## src/rtl/core/ubds_pkg.sv

```systemverilog
// ----------------------------------------------------------------------------
// ubds_pkg
// Types, codes and helpers shared by the descriptor scanner modules.
// ----------------------------------------------------------------------------
`default_nettype none

package ubds_pkg;

  typedef enum logic [1:0] {
    STATUS_OK          = 2'd0,
    STATUS_SHORT       = 2'd1,
    STATUS_NO_IFACE    = 2'd2,
    STATUS_NO_ENDPOINT = 2'd3
  } status_e;

  localparam logic [7:0]  DESC_INTERFACE    = 8'h04;
  localparam logic [7:0]  DESC_ENDPOINT     = 8'h05;
  localparam logic [7:0]  DESC_SS_COMPANION = 8'h30;
  localparam logic [7:0]  MSC_CLASS         = 8'h08;
  localparam logic [7:0]  MSC_SUBCLASS_SCSI = 8'h06;
  localparam logic [7:0]  MSC_PROTOCOL_BOT  = 8'h50;
  localparam logic [1:0]  XFER_BULK         = 2'b10;
  localparam logic [7:0]  MIN_DESC_LENGTH   = 8'd2;
  localparam logic [15:0] CFG_VALUE_POS     = 16'd5;
  localparam logic [15:0] MIN_BUFFER_POS    = 16'd8;
  localparam logic [15:0] POS_MAX           = 16'hFFFF;
  localparam int unsigned BODY_BYTES        = 6;

  typedef struct packed {
    logic [7:0]  cfg;
    logic [7:0]  iface;
    logic [7:0]  in_ep;
    logic [7:0]  out_ep;
    logic [15:0] in_mp;
    logic [15:0] out_mp;
    logic [7:0]  in_burst;
    logic [7:0]  out_burst;
  } capture_t;

  typedef struct packed {
    capture_t cap;
    logic     seen;
    logic     short_buf;
  } walk_view_t;

  typedef struct packed {
    status_e     status;
    logic [7:0]  configuration_value;
    logic [7:0]  iface_number;
    logic [7:0]  in_endpoint;
    logic [7:0]  out_endpoint;
    logic [4:0]  in_context_index;
    logic [4:0]  out_context_index;
    logic [15:0] in_max_packet;
    logic [15:0] out_max_packet;
    logic [7:0]  in_max_burst;
    logic [7:0]  out_max_burst;
  } result_t;

  function automatic logic [4:0] ctx_index(input logic [7:0] addr);
    return {addr[3:0], addr[7]};
  endfunction

  function automatic result_t make_result(input walk_view_t v);
    result_t r;
    r = '0;
    if (v.short_buf) begin
      r.status = STATUS_SHORT;
    end else if (!v.seen) begin
      r.status              = STATUS_NO_IFACE;
      r.configuration_value = v.cap.cfg;
    end else begin
      r.configuration_value = v.cap.cfg;
      r.iface_number        = v.cap.iface;
      r.in_endpoint         = v.cap.in_ep;
      r.out_endpoint        = v.cap.out_ep;
      r.in_max_packet       = v.cap.in_mp;
      r.out_max_packet      = v.cap.out_mp;
      r.in_max_burst        = v.cap.in_burst;
      r.out_max_burst       = v.cap.out_burst;
      if (v.cap.in_ep == 8'd0 || v.cap.out_ep == 8'd0) begin
        r.status = STATUS_NO_ENDPOINT;
      end else begin
        r.status            = STATUS_OK;
        r.in_context_index  = ctx_index(v.cap.in_ep);
        r.out_context_index = ctx_index(v.cap.out_ep);
      end
    end
    return r;
  endfunction

endpackage

`default_nettype wire

```

## src/rtl/core/ubds_if.sv

```systemverilog
// ----------------------------------------------------------------------------
// ubds_if
// Valid/ready channels: descriptor byte stream in, scan result out.
// ----------------------------------------------------------------------------
`default_nettype none

interface ubds_byte_if;
  logic       valid;
  logic       ready;
  logic [7:0] data_byte;
  logic       final_byte;

  modport source (output valid, output data_byte, output final_byte, input ready);
  modport sink   (input valid, input data_byte, input final_byte, output ready);
endinterface

interface ubds_result_if;
  logic        valid;
  logic        ready;
  logic [1:0]  status;
  logic [7:0]  configuration_value;
  logic [7:0]  iface_number;
  logic [7:0]  in_endpoint;
  logic [7:0]  out_endpoint;
  logic [4:0]  in_context_index;
  logic [4:0]  out_context_index;
  logic [15:0] in_max_packet;
  logic [15:0] out_max_packet;
  logic [7:0]  in_max_burst;
  logic [7:0]  out_max_burst;

  modport source (
    output valid, input ready,
    output status, output configuration_value, output iface_number,
    output in_endpoint, output out_endpoint,
    output in_context_index, output out_context_index,
    output in_max_packet, output out_max_packet,
    output in_max_burst, output out_max_burst
  );
  modport sink (
    input valid, output ready,
    input status, input configuration_value, input iface_number,
    input in_endpoint, input out_endpoint,
    input in_context_index, input out_context_index,
    input in_max_packet, input out_max_packet,
    input in_max_burst, input out_max_burst
  );
endinterface

`default_nettype wire

```

## src/rtl/core/ubds_walker.sv

```systemverilog
// ----------------------------------------------------------------------------
// ubds_walker
// Descriptor walk state: per-byte offset tracking, descriptor completion and
// capture of the mass-storage interface and its bulk endpoints.
// ----------------------------------------------------------------------------
`default_nettype none

module ubds_walker
  import ubds_pkg::*;
(
  input  wire logic       clk_i,
  input  wire logic       rst_ni,
  input  wire logic       step_i,
  input  wire logic [7:0] byte_i,
  input  wire logic       final_i,
  output walk_view_t      view_o
);

  logic [15:0] pos_q, pos_d;
  logic [7:0]  off_q, off_d;
  logic [7:0]  len_q, len_d;
  logic [7:0]  type_q, type_d;
  logic [7:0]  body_q [BODY_BYTES];
  logic [7:0]  body_d [BODY_BYTES];
  logic        stopped_q, stopped_d;
  logic        inside_q, inside_d;
  logic        seen_q, seen_d;
  logic [7:0]  prev_ep_q, prev_ep_d;
  capture_t    cap_q, cap_d;
  logic        desc_done;
  logic        iface_match;

  always_comb begin
    pos_d     = (pos_q == POS_MAX) ? pos_q : pos_q + 16'd1;
    off_d     = off_q;
    len_d     = len_q;
    type_d    = type_q;
    body_d    = body_q;
    stopped_d = stopped_q;
    inside_d  = inside_q;
    seen_d    = seen_q;
    prev_ep_d = prev_ep_q;
    cap_d     = cap_q;
    desc_done = 1'b0;
    iface_match = 1'b0;

    if (pos_q == CFG_VALUE_POS) begin
      cap_d.cfg = byte_i;
    end

    if (!stopped_q) begin
      if (off_q == 8'd0) begin
        for (int i = 0; i < BODY_BYTES; i++) begin
          body_d[i] = 8'd0;
        end
        type_d = 8'd0;
        len_d  = byte_i;
        if (byte_i < MIN_DESC_LENGTH) begin
          stopped_d = 1'b1;
        end
      end else if (off_q == 8'd1) begin
        type_d = byte_i;
      end else begin
        for (int i = 0; i < BODY_BYTES; i++) begin
          if (off_q == 8'(i + 2)) begin
            body_d[i] = byte_i;
          end
        end
      end

      if (!stopped_d) begin
        desc_done = ({1'b0, off_q} + 9'd1) == {1'b0, len_d};
        off_d     = desc_done ? 8'd0 : off_q + 8'd1;
      end
    end

    if (desc_done) begin
      if (type_d == DESC_INTERFACE) begin
        iface_match = body_d[3] == MSC_CLASS && body_d[4] == MSC_SUBCLASS_SCSI &&
                      body_d[5] == MSC_PROTOCOL_BOT && body_d[1] == 8'd0;
        inside_d = iface_match;
        if (iface_match) begin
          seen_d      = 1'b1;
          cap_d.iface = body_d[0];
        end
      end else if (type_d == DESC_ENDPOINT && inside_q) begin
        if (body_d[1][1:0] == XFER_BULK) begin
          if (body_d[0][7]) begin
            cap_d.in_ep = body_d[0];
            cap_d.in_mp = {body_d[3], body_d[2]};
          end else begin
            cap_d.out_ep = body_d[0];
            cap_d.out_mp = {body_d[3], body_d[2]};
          end
          prev_ep_d = body_d[0];
        end
      end else if (type_d == DESC_SS_COMPANION && inside_q && prev_ep_q != 8'd0) begin
        if (prev_ep_q == cap_q.in_ep) begin
          cap_d.in_burst = body_d[0];
        end else if (prev_ep_q == cap_q.out_ep) begin
          cap_d.out_burst = body_d[0];
        end
        prev_ep_d = 8'd0;
      end
    end
  end

  assign view_o.cap       = cap_d;
  assign view_o.seen      = seen_d;
  assign view_o.short_buf = pos_q < MIN_BUFFER_POS;

  always_ff @(posedge clk_i or negedge rst_ni) begin
    if (!rst_ni) begin
      pos_q     <= '0;
      off_q     <= '0;
      len_q     <= '0;
      type_q    <= '0;
      stopped_q <= 1'b0;
      inside_q  <= 1'b0;
      seen_q    <= 1'b0;
      prev_ep_q <= '0;
      cap_q     <= '0;
      for (int i = 0; i < BODY_BYTES; i++) begin
        body_q[i] <= '0;
      end
    end else if (step_i) begin
      if (final_i) begin
        pos_q     <= '0;
        off_q     <= '0;
        len_q     <= '0;
        type_q    <= '0;
        stopped_q <= 1'b0;
        inside_q  <= 1'b0;
        seen_q    <= 1'b0;
        prev_ep_q <= '0;
        cap_q     <= '0;
        for (int i = 0; i < BODY_BYTES; i++) begin
          body_q[i] <= '0;
        end
      end else begin
        pos_q     <= pos_d;
        off_q     <= off_d;
        len_q     <= len_d;
        type_q    <= type_d;
        stopped_q <= stopped_d;
        inside_q  <= inside_d;
        seen_q    <= seen_d;
        prev_ep_q <= prev_ep_d;
        cap_q     <= cap_d;
        body_q    <= body_d;
      end
    end
  end

endmodule

`default_nettype wire

```

## src/rtl/core/usb_bot_descriptor_scanner_core.sv

```systemverilog
// ----------------------------------------------------------------------------
// usb_bot_descriptor_scanner_core
// Scans a USB configuration descriptor set for a Bulk-Only mass-storage
// interface and reports its bulk endpoints.
// ----------------------------------------------------------------------------
// The block takes one descriptor word (byte) per clock cycle with no gaps
// of its own while its result is taken, and returns one result word after
// the word marked final. A word passes an input register and is folded
// into the walk state in the same cycle that the result register loads, so
// a result passes the input register and then the result register. Both
// registers hold when the result is not taken, and the input side keeps
// flowing while the result register is free or being drained. After a
// final word the walk state returns to its reset values for the next buffer.
`default_nettype none

module usb_bot_descriptor_scanner_core
  import ubds_pkg::*;
(
  input  wire logic     clk_i,
  input  wire logic     rst_ni,
  ubds_byte_if.sink     in_i,
  ubds_result_if.source out_o
);

  logic       in_vld_q;
  logic [7:0] byte_q;
  logic       fin_q;
  logic       out_vld_q;
  result_t    res_q;
  logic       advance;
  logic       step;
  walk_view_t view;

  assign advance    = !out_vld_q || out_o.ready;
  assign step       = in_vld_q && advance;
  assign in_i.ready = !in_vld_q || advance;

  always_ff @(posedge clk_i or negedge rst_ni) begin
    if (!rst_ni) begin
      in_vld_q <= 1'b0;
    end else if (in_i.ready) begin
      in_vld_q <= in_i.valid;
    end
  end

  always_ff @(posedge clk_i) begin
    if (in_i.valid && in_i.ready) begin
      byte_q <= in_i.data_byte;
      fin_q  <= in_i.final_byte;
    end
  end

  ubds_walker u_walker (
    .clk_i   (clk_i),
    .rst_ni  (rst_ni),
    .step_i  (step),
    .byte_i  (byte_q),
    .final_i (fin_q),
    .view_o  (view)
  );

  always_ff @(posedge clk_i or negedge rst_ni) begin
    if (!rst_ni) begin
      out_vld_q <= 1'b0;
    end else if (advance) begin
      out_vld_q <= step && fin_q;
    end
  end

  always_ff @(posedge clk_i) begin
    if (step && fin_q) begin
      res_q <= make_result(view);
    end
  end

  assign out_o.valid               = out_vld_q;
  assign out_o.status              = res_q.status;
  assign out_o.configuration_value = res_q.configuration_value;
  assign out_o.iface_number        = res_q.iface_number;
  assign out_o.in_endpoint         = res_q.in_endpoint;
  assign out_o.out_endpoint        = res_q.out_endpoint;
  assign out_o.in_context_index    = res_q.in_context_index;
  assign out_o.out_context_index   = res_q.out_context_index;
  assign out_o.in_max_packet       = res_q.in_max_packet;
  assign out_o.out_max_packet      = res_q.out_max_packet;
  assign out_o.in_max_burst        = res_q.in_max_burst;
  assign out_o.out_max_burst       = res_q.out_max_burst;

  a_result_from_final : assert property (
    @(posedge clk_i) disable iff (!rst_ni)
    $rose(out_vld_q) |-> $past(step && fin_q)
  ) else $error("result raised without a final word");

  a_stalled_input_holds : assert property (
    @(posedge clk_i) disable iff (!rst_ni)
    in_vld_q && !advance |=> in_vld_q && $stable(byte_q) && $stable(fin_q)
  ) else $error("input register lost a word under stall");

  a_ok_has_endpoints : assert property (
    @(posedge clk_i) disable iff (!rst_ni)
    out_vld_q && res_q.status == STATUS_OK |->
      res_q.in_endpoint != 8'd0 && res_q.out_endpoint != 8'd0
  ) else $error("ok status without both endpoints");

  a_short_is_empty : assert property (
    @(posedge clk_i) disable iff (!rst_ni)
    out_vld_q && res_q.status == STATUS_SHORT |->
      res_q.configuration_value == 8'd0 && res_q.iface_number == 8'd0
  ) else $error("short buffer result carries data");

endmodule

`default_nettype wire
```

## src/flat_wrapper.sv

```systemverilog
// flat-port wrapper written by rule: the top's interface ports become plain ports
module usb_bot_descriptor_scanner_core_flat import ubds_pkg::*;
  (clk_i, rst_ni, in_i_valid, in_i_data_byte, in_i_final_byte, in_i_ready, out_o_valid, out_o_ready, out_o_status, out_o_configuration_value, out_o_iface_number, out_o_in_endpoint, out_o_out_endpoint, out_o_in_context_index, out_o_out_context_index, out_o_in_max_packet, out_o_out_max_packet, out_o_in_max_burst, out_o_out_max_burst);
  ubds_byte_if in_i_i ();
  ubds_result_if out_o_i ();
  input  wire logic clk_i;
  input  wire logic rst_ni;
  input wire logic [$bits(in_i_i.valid)-1:0] in_i_valid;
  input wire logic [$bits(in_i_i.data_byte)-1:0] in_i_data_byte;
  input wire logic [$bits(in_i_i.final_byte)-1:0] in_i_final_byte;
  output wire logic [$bits(in_i_i.ready)-1:0] in_i_ready;
  output wire logic [$bits(out_o_i.valid)-1:0] out_o_valid;
  input wire logic [$bits(out_o_i.ready)-1:0] out_o_ready;
  output wire logic [$bits(out_o_i.status)-1:0] out_o_status;
  output wire logic [$bits(out_o_i.configuration_value)-1:0] out_o_configuration_value;
  output wire logic [$bits(out_o_i.iface_number)-1:0] out_o_iface_number;
  output wire logic [$bits(out_o_i.in_endpoint)-1:0] out_o_in_endpoint;
  output wire logic [$bits(out_o_i.out_endpoint)-1:0] out_o_out_endpoint;
  output wire logic [$bits(out_o_i.in_context_index)-1:0] out_o_in_context_index;
  output wire logic [$bits(out_o_i.out_context_index)-1:0] out_o_out_context_index;
  output wire logic [$bits(out_o_i.in_max_packet)-1:0] out_o_in_max_packet;
  output wire logic [$bits(out_o_i.out_max_packet)-1:0] out_o_out_max_packet;
  output wire logic [$bits(out_o_i.in_max_burst)-1:0] out_o_in_max_burst;
  output wire logic [$bits(out_o_i.out_max_burst)-1:0] out_o_out_max_burst;
  assign in_i_i.valid = in_i_valid;
  assign in_i_i.data_byte = in_i_data_byte;
  assign in_i_i.final_byte = in_i_final_byte;
  assign in_i_ready = in_i_i.ready;
  assign out_o_valid = out_o_i.valid;
  assign out_o_i.ready = out_o_ready;
  assign out_o_status = out_o_i.status;
  assign out_o_configuration_value = out_o_i.configuration_value;
  assign out_o_iface_number = out_o_i.iface_number;
  assign out_o_in_endpoint = out_o_i.in_endpoint;
  assign out_o_out_endpoint = out_o_i.out_endpoint;
  assign out_o_in_context_index = out_o_i.in_context_index;
  assign out_o_out_context_index = out_o_i.out_context_index;
  assign out_o_in_max_packet = out_o_i.in_max_packet;
  assign out_o_out_max_packet = out_o_i.out_max_packet;
  assign out_o_in_max_burst = out_o_i.in_max_burst;
  assign out_o_out_max_burst = out_o_i.out_max_burst;
  usb_bot_descriptor_scanner_core u_core (.clk_i(clk_i), .rst_ni(rst_ni), .in_i(in_i_i), .out_o(out_o_i));
endmodule
```

## config.mk

```make
export PLATFORM = sky130hd
export DESIGN_NAME = usb_bot_descriptor_scanner_core_flat
export DESIGN_NICKNAME = d
export VERILOG_FILES = /design/src/rtl/core/ubds_pkg.sv /design/src/rtl/core/ubds_if.sv /design/src/rtl/core/ubds_walker.sv /design/src/rtl/core/usb_bot_descriptor_scanner_core.sv /design/src/flat_wrapper.sv
export SDC_FILE = /design/constraint.sdc
export NUM_CORES = 1
export LEC_CHECK = 0
export BUFFER_PORTS_ARGS = -buffer_cell sky130_fd_sc_hd__buf_2
export CAP_MARGIN = 10
export CORE_MARGIN = 5
export CORE_UTILIZATION = 45
export CTS_BUF_LIST = sky130_fd_sc_hd__clkbuf_4
export DETAILED_ROUTE_END_ITERATION = 10
export MAX_ROUTING_LAYER = met4
export PLACE_DENSITY = 0.7
export RECOVER_POWER = 25
export SYNTH_ARGS = -nofsm -noshare
export SYNTH_HDL_FRONTEND = slang
export SYNTH_SLANG_ARGS = --single-unit
```

## constraint.sdc

```tcl
create_clock -name clk_i -period 5.4 [get_ports clk_i]
set_input_delay 1.08 -clock clk_i [delete_from_list [all_inputs] [get_ports clk_i]]
set_output_delay 1.08 -clock clk_i [all_outputs]
set_load 0.005 [all_outputs]
```

==> flow_summary.toml, run 1 <==
[sta]
max_freq_mhz = 218.6
finalHoldViolCount = 0
timing.final.crit_share_pct = 84.70
rsz0062_at_grt = "false"
slew_headroom_pct = -148.7
skew_ps = 58.23
finalSetupTns_ps = 0
drv_slew = 76
min_period_ps = 4574
tightest_slew_ps = 3730
final-setup-viol-count = 0

[yosys]
synth_most_common_cell = "dfrtp_1"
synthTopCellsByCount = "181 x dfrtp_1, 117 x nand2_1, 105 x a22o_1"
syn_area_um2 = 13420
synth_area_leaders = "dfrtp_1 34%, edfxtp_1 23%, a22o_1 6.9%"
synth_cell_types = 68
ys_ff_latch = 282
syn_nets = 1268
synth_warnings = 0
avgSynthCellArea_um2 = 10.74
synth_top_area_cell = "dfrtp_1"
synth_flop_cell = "dfrtp_1"
synthCells = 1249
synth_seq_area_share_pct = 56.36
synth_edf_count = 101
synthArstFlopShare_pct = 64.18
yosys.area.top_type_share_pct = 33.76

[cells_and_area]
fin_nets = 1402
fillers = 2639
area_growth_pct = 14.79
drive_gt1_share_pct = 20.32

[grt]
grt_overflow = 0
busiest_layer = "met2"
gr-usage-all-layers_pct = 22.42
grt_pass1_vias = 10800
gr-usage-met2_pct = 34.01
antenna_found_initial = 1
grt_first_pass_wirelength_um = 58960
grt_util_met3_pct = 4.604
grt_max_degree = 76
grt_util_met1_pct = 30.34

[floorplan]
start_util_pct = 45.39
die_w_um = 182.7
fp.dieArea_um2 = 33370
num_rows = 63
core_area_um2 = 29560
die_y_um = 182.7
io_pins = 107

[power]
p_leak_nw = 6.250
ir_worst_vdd_v = 0.0001291
powerDensity_nw_per_um2 = 330.5
power_mw = 5.091

[setup_path]
cpLargestDelayFamily = "simple AND/OR/NAND/NOR gates"
path_cells = "inv_1, ha_1, or3b_2, o21ai_1, a21oi_1, or4_4, or4_1, nor4_4, and2_1, a22o_1"
cp-start-kind = "flip-flop"
arrival_ps = 5200
critPathKind = "reg -> reg"
cp_max_fo = 19
worstPathRequired_ps = 6030
cp_num_buf_inv = 1
r2r_start = "u_core.u_walker.off_q[0]"
worstSetupStartpoint = "u_core.u_walker.off_q[0]"
slowest_stage = "or4_1"
cp_slowest_stage_delay_ps = 740
endpoint_kind = "flip-flop"

[status]
status = "finished, violations left"
violations = "capacitance limit, slew limit"

[placed_design]
gp_congestion = 0.9278
dp_hpwl_um = 23010
numPortBuffers = 106

[route]
wl_um = 36320
vias = 10800
avgRoutedWirePerCell_um = 19.80
ant_nets = 0
drtIter0Drc = 973
via_per_inst = 5.888
drcViolationCount = 0
first_pass_iters = 5

[clock_tree]
cts_hold_buf = 0
clock_path_buffers = 3
ctsResizeCount = 0
post_cts_buffers = 0
tritoncts = "done"
ctsRootBufferMaster = "clkbuf_4"
cts-htree-levels = 3
numCtsBuffers = 75
clock_sinks = 282
clkTransAtPathRegs_ps = 70
worst_skew_pair.late_latency_ps = 730

[worst_hold_path]
hp-class = "reg -> reg"
min_from = "u_core.u_walker.body_q[13]"

[flow_run]
max_cap_violations = 1
metal layers:
layer  vias up  share of wire, %
met5         -                 0
met4         0               2.0
met3        74               8.1
met2       474                47
met1      5284                43
li1       4966                 -
kinds of logic after synthesis:
family | share of synthesized area, %
xor gates and xnor gates | 2.220
muxes | 2.248
DFF | 56.36
AOI/OAI and AO/OA | 18.32
adders and majority gates | 0.5595
and+or+nand+nor | 16.48
buffers and inverters | 3.814
cell usage in the layout, fill, tap and decap left out, types with 6 or more instances in the layout:
master,synthesis,layout
nor2_1,89,88
edfxtp_1,101,101
and3_1,12,12
nor4_1,16,16
nand4_1,23,23
mux2i_1,29,29
buf_2,12,105
a221o_1,8,8
xor2_1,13,13
o21ai_1,8,8
o21a_1,6,6
dfrtp_1,181,181
a21oi_1,69,69
clkinv_1,0,12
a211oi_1,8,8
nor2b_1,9,9
nor3_1,35,35
a22oi_1,17,16
nand3_1,56,56
nand2b_1,18,18
xnor2_1,21,21
and2_1,21,19
inv_1,26,25
o31ai_1,13,13
or3_1,10,10
buf_4,5,36
a21o_1,9,9
nand2_1,117,116
a22o_1,105,105
clkbuf_4,0,113
ha_1,6,6
o2bb2ai_1,8,8
o21ai_0,59,59
flip-flops by register name (all words and copies together) (netlist names), 2 cells and up:
name / flops
u_core.out_o.in_endpoint: 8
u_core.out_o.in_context_index: 5
u_core.out_o.out_context_index: 5
u_core.out_o.iface_number: 8
u_core.byte_q: 8
u_core.u_walker.len_q: 8
u_core.u_walker.cap_q: 80
u_core.u_walker.off_q: 8
u_core.out_o.status: 2
u_core.out_o.out_max_packet: 16
u_core.out_o.in_max_burst: 8
u_core.u_walker.prev_ep_q: 8
u_core.out_o.configuration_value: 8
u_core.u_walker.type_q: 8
u_core.out_o.in_max_packet: 16
u_core.u_walker.body_q: 48
u_core.u_walker.pos_q: 16
u_core.out_o.out_max_burst: 8
u_core.out_o.out_endpoint: 8
report_power, final:
| part | switching, mW | internal, mW |
|---|---|---|
| Clock | 0.927 | 1.02 |
| Combinational | 0.489 | 0.230 |
| Sequential | 0.0940 | 2.33 |
| Total | 1.51 | 3.58 |
worst reg2reg max path, delay by kind of cell (launching register included):
kind / cells / cell delay, ps
flops: 1 / 480
simple gates: 5 / 3130
buf+inv: 1 / 170
fa+ha+maj: 1 / 190
compound gates: 3 / 540
through the flow:
stage                     std cells  utilization [%]  instance area (µm²)  hold WS (ps)  setup WS, ps
after global placement         1696            48.73                14400         470.5          1015
after global routing           1833            52.09                15400         510.0         541.8
after detailed placement       1696            48.73                14400         473.5         880.3
final                          1834            52.10                15400         482.7         826.0
after CTS                      1832            52.11                15400         409.2         885.0
after floorplan                1249                -                13420         449.3         394.9
cell type report:
| class | count | area (µm²) | area share [%] |
|---|---|---|---|
| multi-input cells | 852 | 5391 | 35.01 |
| repair buffers | 146 | 854.6 | 5.549 |
| well taps | 390 | 488.0 | 3.168 |
| clock buffers | 113 | 848.3 | 5.508 |
| diodes | 2 | 5.005 | 0.03250 |
| clock inverters | 23 | 151.4 | 0.9830 |
| inverters | 26 | 100.1 | 0.6499 |
| flip-flops and latches | 282 | 7562 | 49.10 |
path summary, 6_finish.rpt:
path / slack (ps) / cells past startpoint / end
min reg2reg: 480 / 2 / u_core.u_walker.body_q[13]
max in group asynchronous: 1370 / 2 / u_core.u_walker.cap_q[40]
max reg2reg: 830 / 10 / u_core.u_walker.cap_q[23]
min: 480 / 2 / u_core.u_walker.body_q[13]
min in group asynchronous: 1820 / 1 / u_core.u_walker.len_q[6]
max: 830 / 10 / u_core.u_walker.cap_q[23]
(Power assumes the default switching activity.)
==> inputs of run 2 (changes only) <==
==> constraint.sdc (replaced) <==
create_clock -name clk_i -period 4.79 [get_ports clk_i]
set_input_delay 0.958 -clock clk_i [delete_from_list [all_inputs] [get_ports clk_i]]
set_output_delay 0.958 -clock clk_i [all_outputs]
set_load 0.005 [all_outputs]
==> flow_summary.toml, run 2 (synthesis gave the netlist of run 1 again) <==
[clock_tree]
clkTransAtPathRegs_ps = 60
clock_path_buffers = 3
numCtsBuffers = 76
cts_hold_buf = 0
worst_skew_pair.late_latency_ps = 710
cts-htree-levels = 3
ctsResizeCount = 0
ctsRootBufferMaster = "clkbuf_4"
tritoncts = "done"
clock_sinks = 282
post_cts_buffers = 0

[setup_path]
path_cells = "inv_1, ha_1, or3b_2, o21ai_0, a21oi_1, or4_4, or4_1, nor4_4, buf_4, buf_4, mux2i_1, nor2_1"
arrival_ps = 4670
endpoint_kind = "flip-flop"
cp_num_buf_inv = 3
cpLargestDelayFamily = "simple AND/OR/NAND/NOR gates"
critPathKind = "reg -> reg"
slowest_stage = "or4_1"
cp-start-kind = "flip-flop"
cp_max_fo = 20
cp_slowest_stage_delay_ps = 610
worstPathRequired_ps = 5200
critical_path.most_common_cell = "buf_4"

[grt]
grt_overflow = 0
grt_first_pass_wirelength_um = 58240
gr-usage-all-layers_pct = 22.14
grt_pass1_vias = 10760
antenna_found_initial = 2
grt_max_degree = 107

[route]
vias = 10840
first_pass_iters = 8
avgRoutedWirePerCell_um = 19.45
drcViolationCount = 0
ant_nets = 0
wl_um = 35890
via_per_inst = 5.877
drtIter0Drc = 975

[cells_and_area]
largest_reg_flops = 80
top_regs = "u_core.u_walker.cap_q x80, u_core.u_walker.body_q x48"
layout_common_cells = "181 x dfrtp_1, 116 x nand2_1, 111 x clkbuf_4, 105 x a22o_1, 105 x buf_2"
fin_nets = 1415
fin_util_pct = 52.50
drive_gt1_share_pct = 20.99
area_growth_pct = 15.66
fillers = 2626
final_common_cell = "dfrtp_1"
largest-register = "u_core.u_walker.cap_q"

[floorplan]
start_util_pct = 45.39
fp.dieArea_um2 = 33370
core_area_um2 = 29560
die_w_um = 182.7
die_y_um = 182.7
num_rows = 63
io_pins = 107

[power]
powerDensity_nw_per_um2 = 373.3
p_leak_nw = 6.320
power_mw = 5.792
ir_worst_vdd_v = 0.0001859

[status]
status = "finished, violations left"
violations = "capacitance limit, slew limit"

[sta]
timing.final.crit_share_pct = 88.98
final-setup-viol-count = 0
slew_headroom_pct = -85.28
holdWs_ps = 437.8
skew_ps = 59.32
finalHoldViolCount = 0
min_period_ps = 4262
drv_slew = 106
max_freq_mhz = 234.6
finalSetupTns_ps = 0
rsz0062_at_grt = "false"
tightest_slew_ps = 2779

[placed_design]
numPortBuffers = 106
dp_hpwl_um = 23380
gp_congestion = 0.9561

[worst_hold_path]
hp-class = "in -> reg"

[flow_run]
max_cap_violations = 1
==> run 2: area by class of cell <==
cell class              instances  area [µm²]  share of cell area, %
well taps                     390       488.0                  3.145
repair buffers                158       945.9                  6.096
multi-input cells             852        5391                  34.74
flip-flops and latches        282        7562                  48.73
inverters                      26       100.1                 0.6451
diodes                          2       5.005                0.03225
clock buffers                 111       833.3                  5.370
clock inverters                24       191.4                  1.234
==> run 2: path summary, 6_finish.rpt <==
path / from / endpoint / slack (ps) / cells past startpoint
max in group asynchronous: rst_ni / u_core.u_walker.off_q[6] / 1990 / 1
min in group asynchronous: rst_ni / u_core.u_walker.type_q[1] / 1130 / 1
worst min-delay path: in_i_final_byte / u_core.fin_q / 440 / 1
worst max register to register: u_core.u_walker.off_q[0] / u_core.out_o.out_max_packet[0] / 530 / 12
worst min register to register: u_core.u_walker.type_q[2] / u_core.u_walker.type_q[2] / 490 / 2
worst max-delay path: u_core.u_walker.off_q[0] / u_core.out_o.out_max_packet[0] / 530 / 12
==> run 2: per-layer routing <==
layer,global-route usage (%),vias to the layer above,wire length (µm)
met5,-,-,0
met4,8.376,0,910
met3,3.887,89,2928
met2,33.71,516,16710
met1,29.86,5241,15340
li1,-,4997,-
==> run 2: power breakdown <==
part	internal, mW	switching, mW	total [mW]	leakage, nW
registers	2.63	0.0993	2.72	3.44
clock network	1.23	1.01	2.24	0.598
logic	0.264	0.559	0.823	2.28
==> run 2: per-stage QoR <==
step           instances  area, µm²  worst slack (ps)
2_1_floorplan       1249      13420             891.4
3_3_place_gp        1708      14490             647.2
3_5_place_dp        1708      14490             558.0
4_1_cts             1843      15520             553.1
5_1_grt             1845      15520             244.2
6_report            1845      15520             527.7
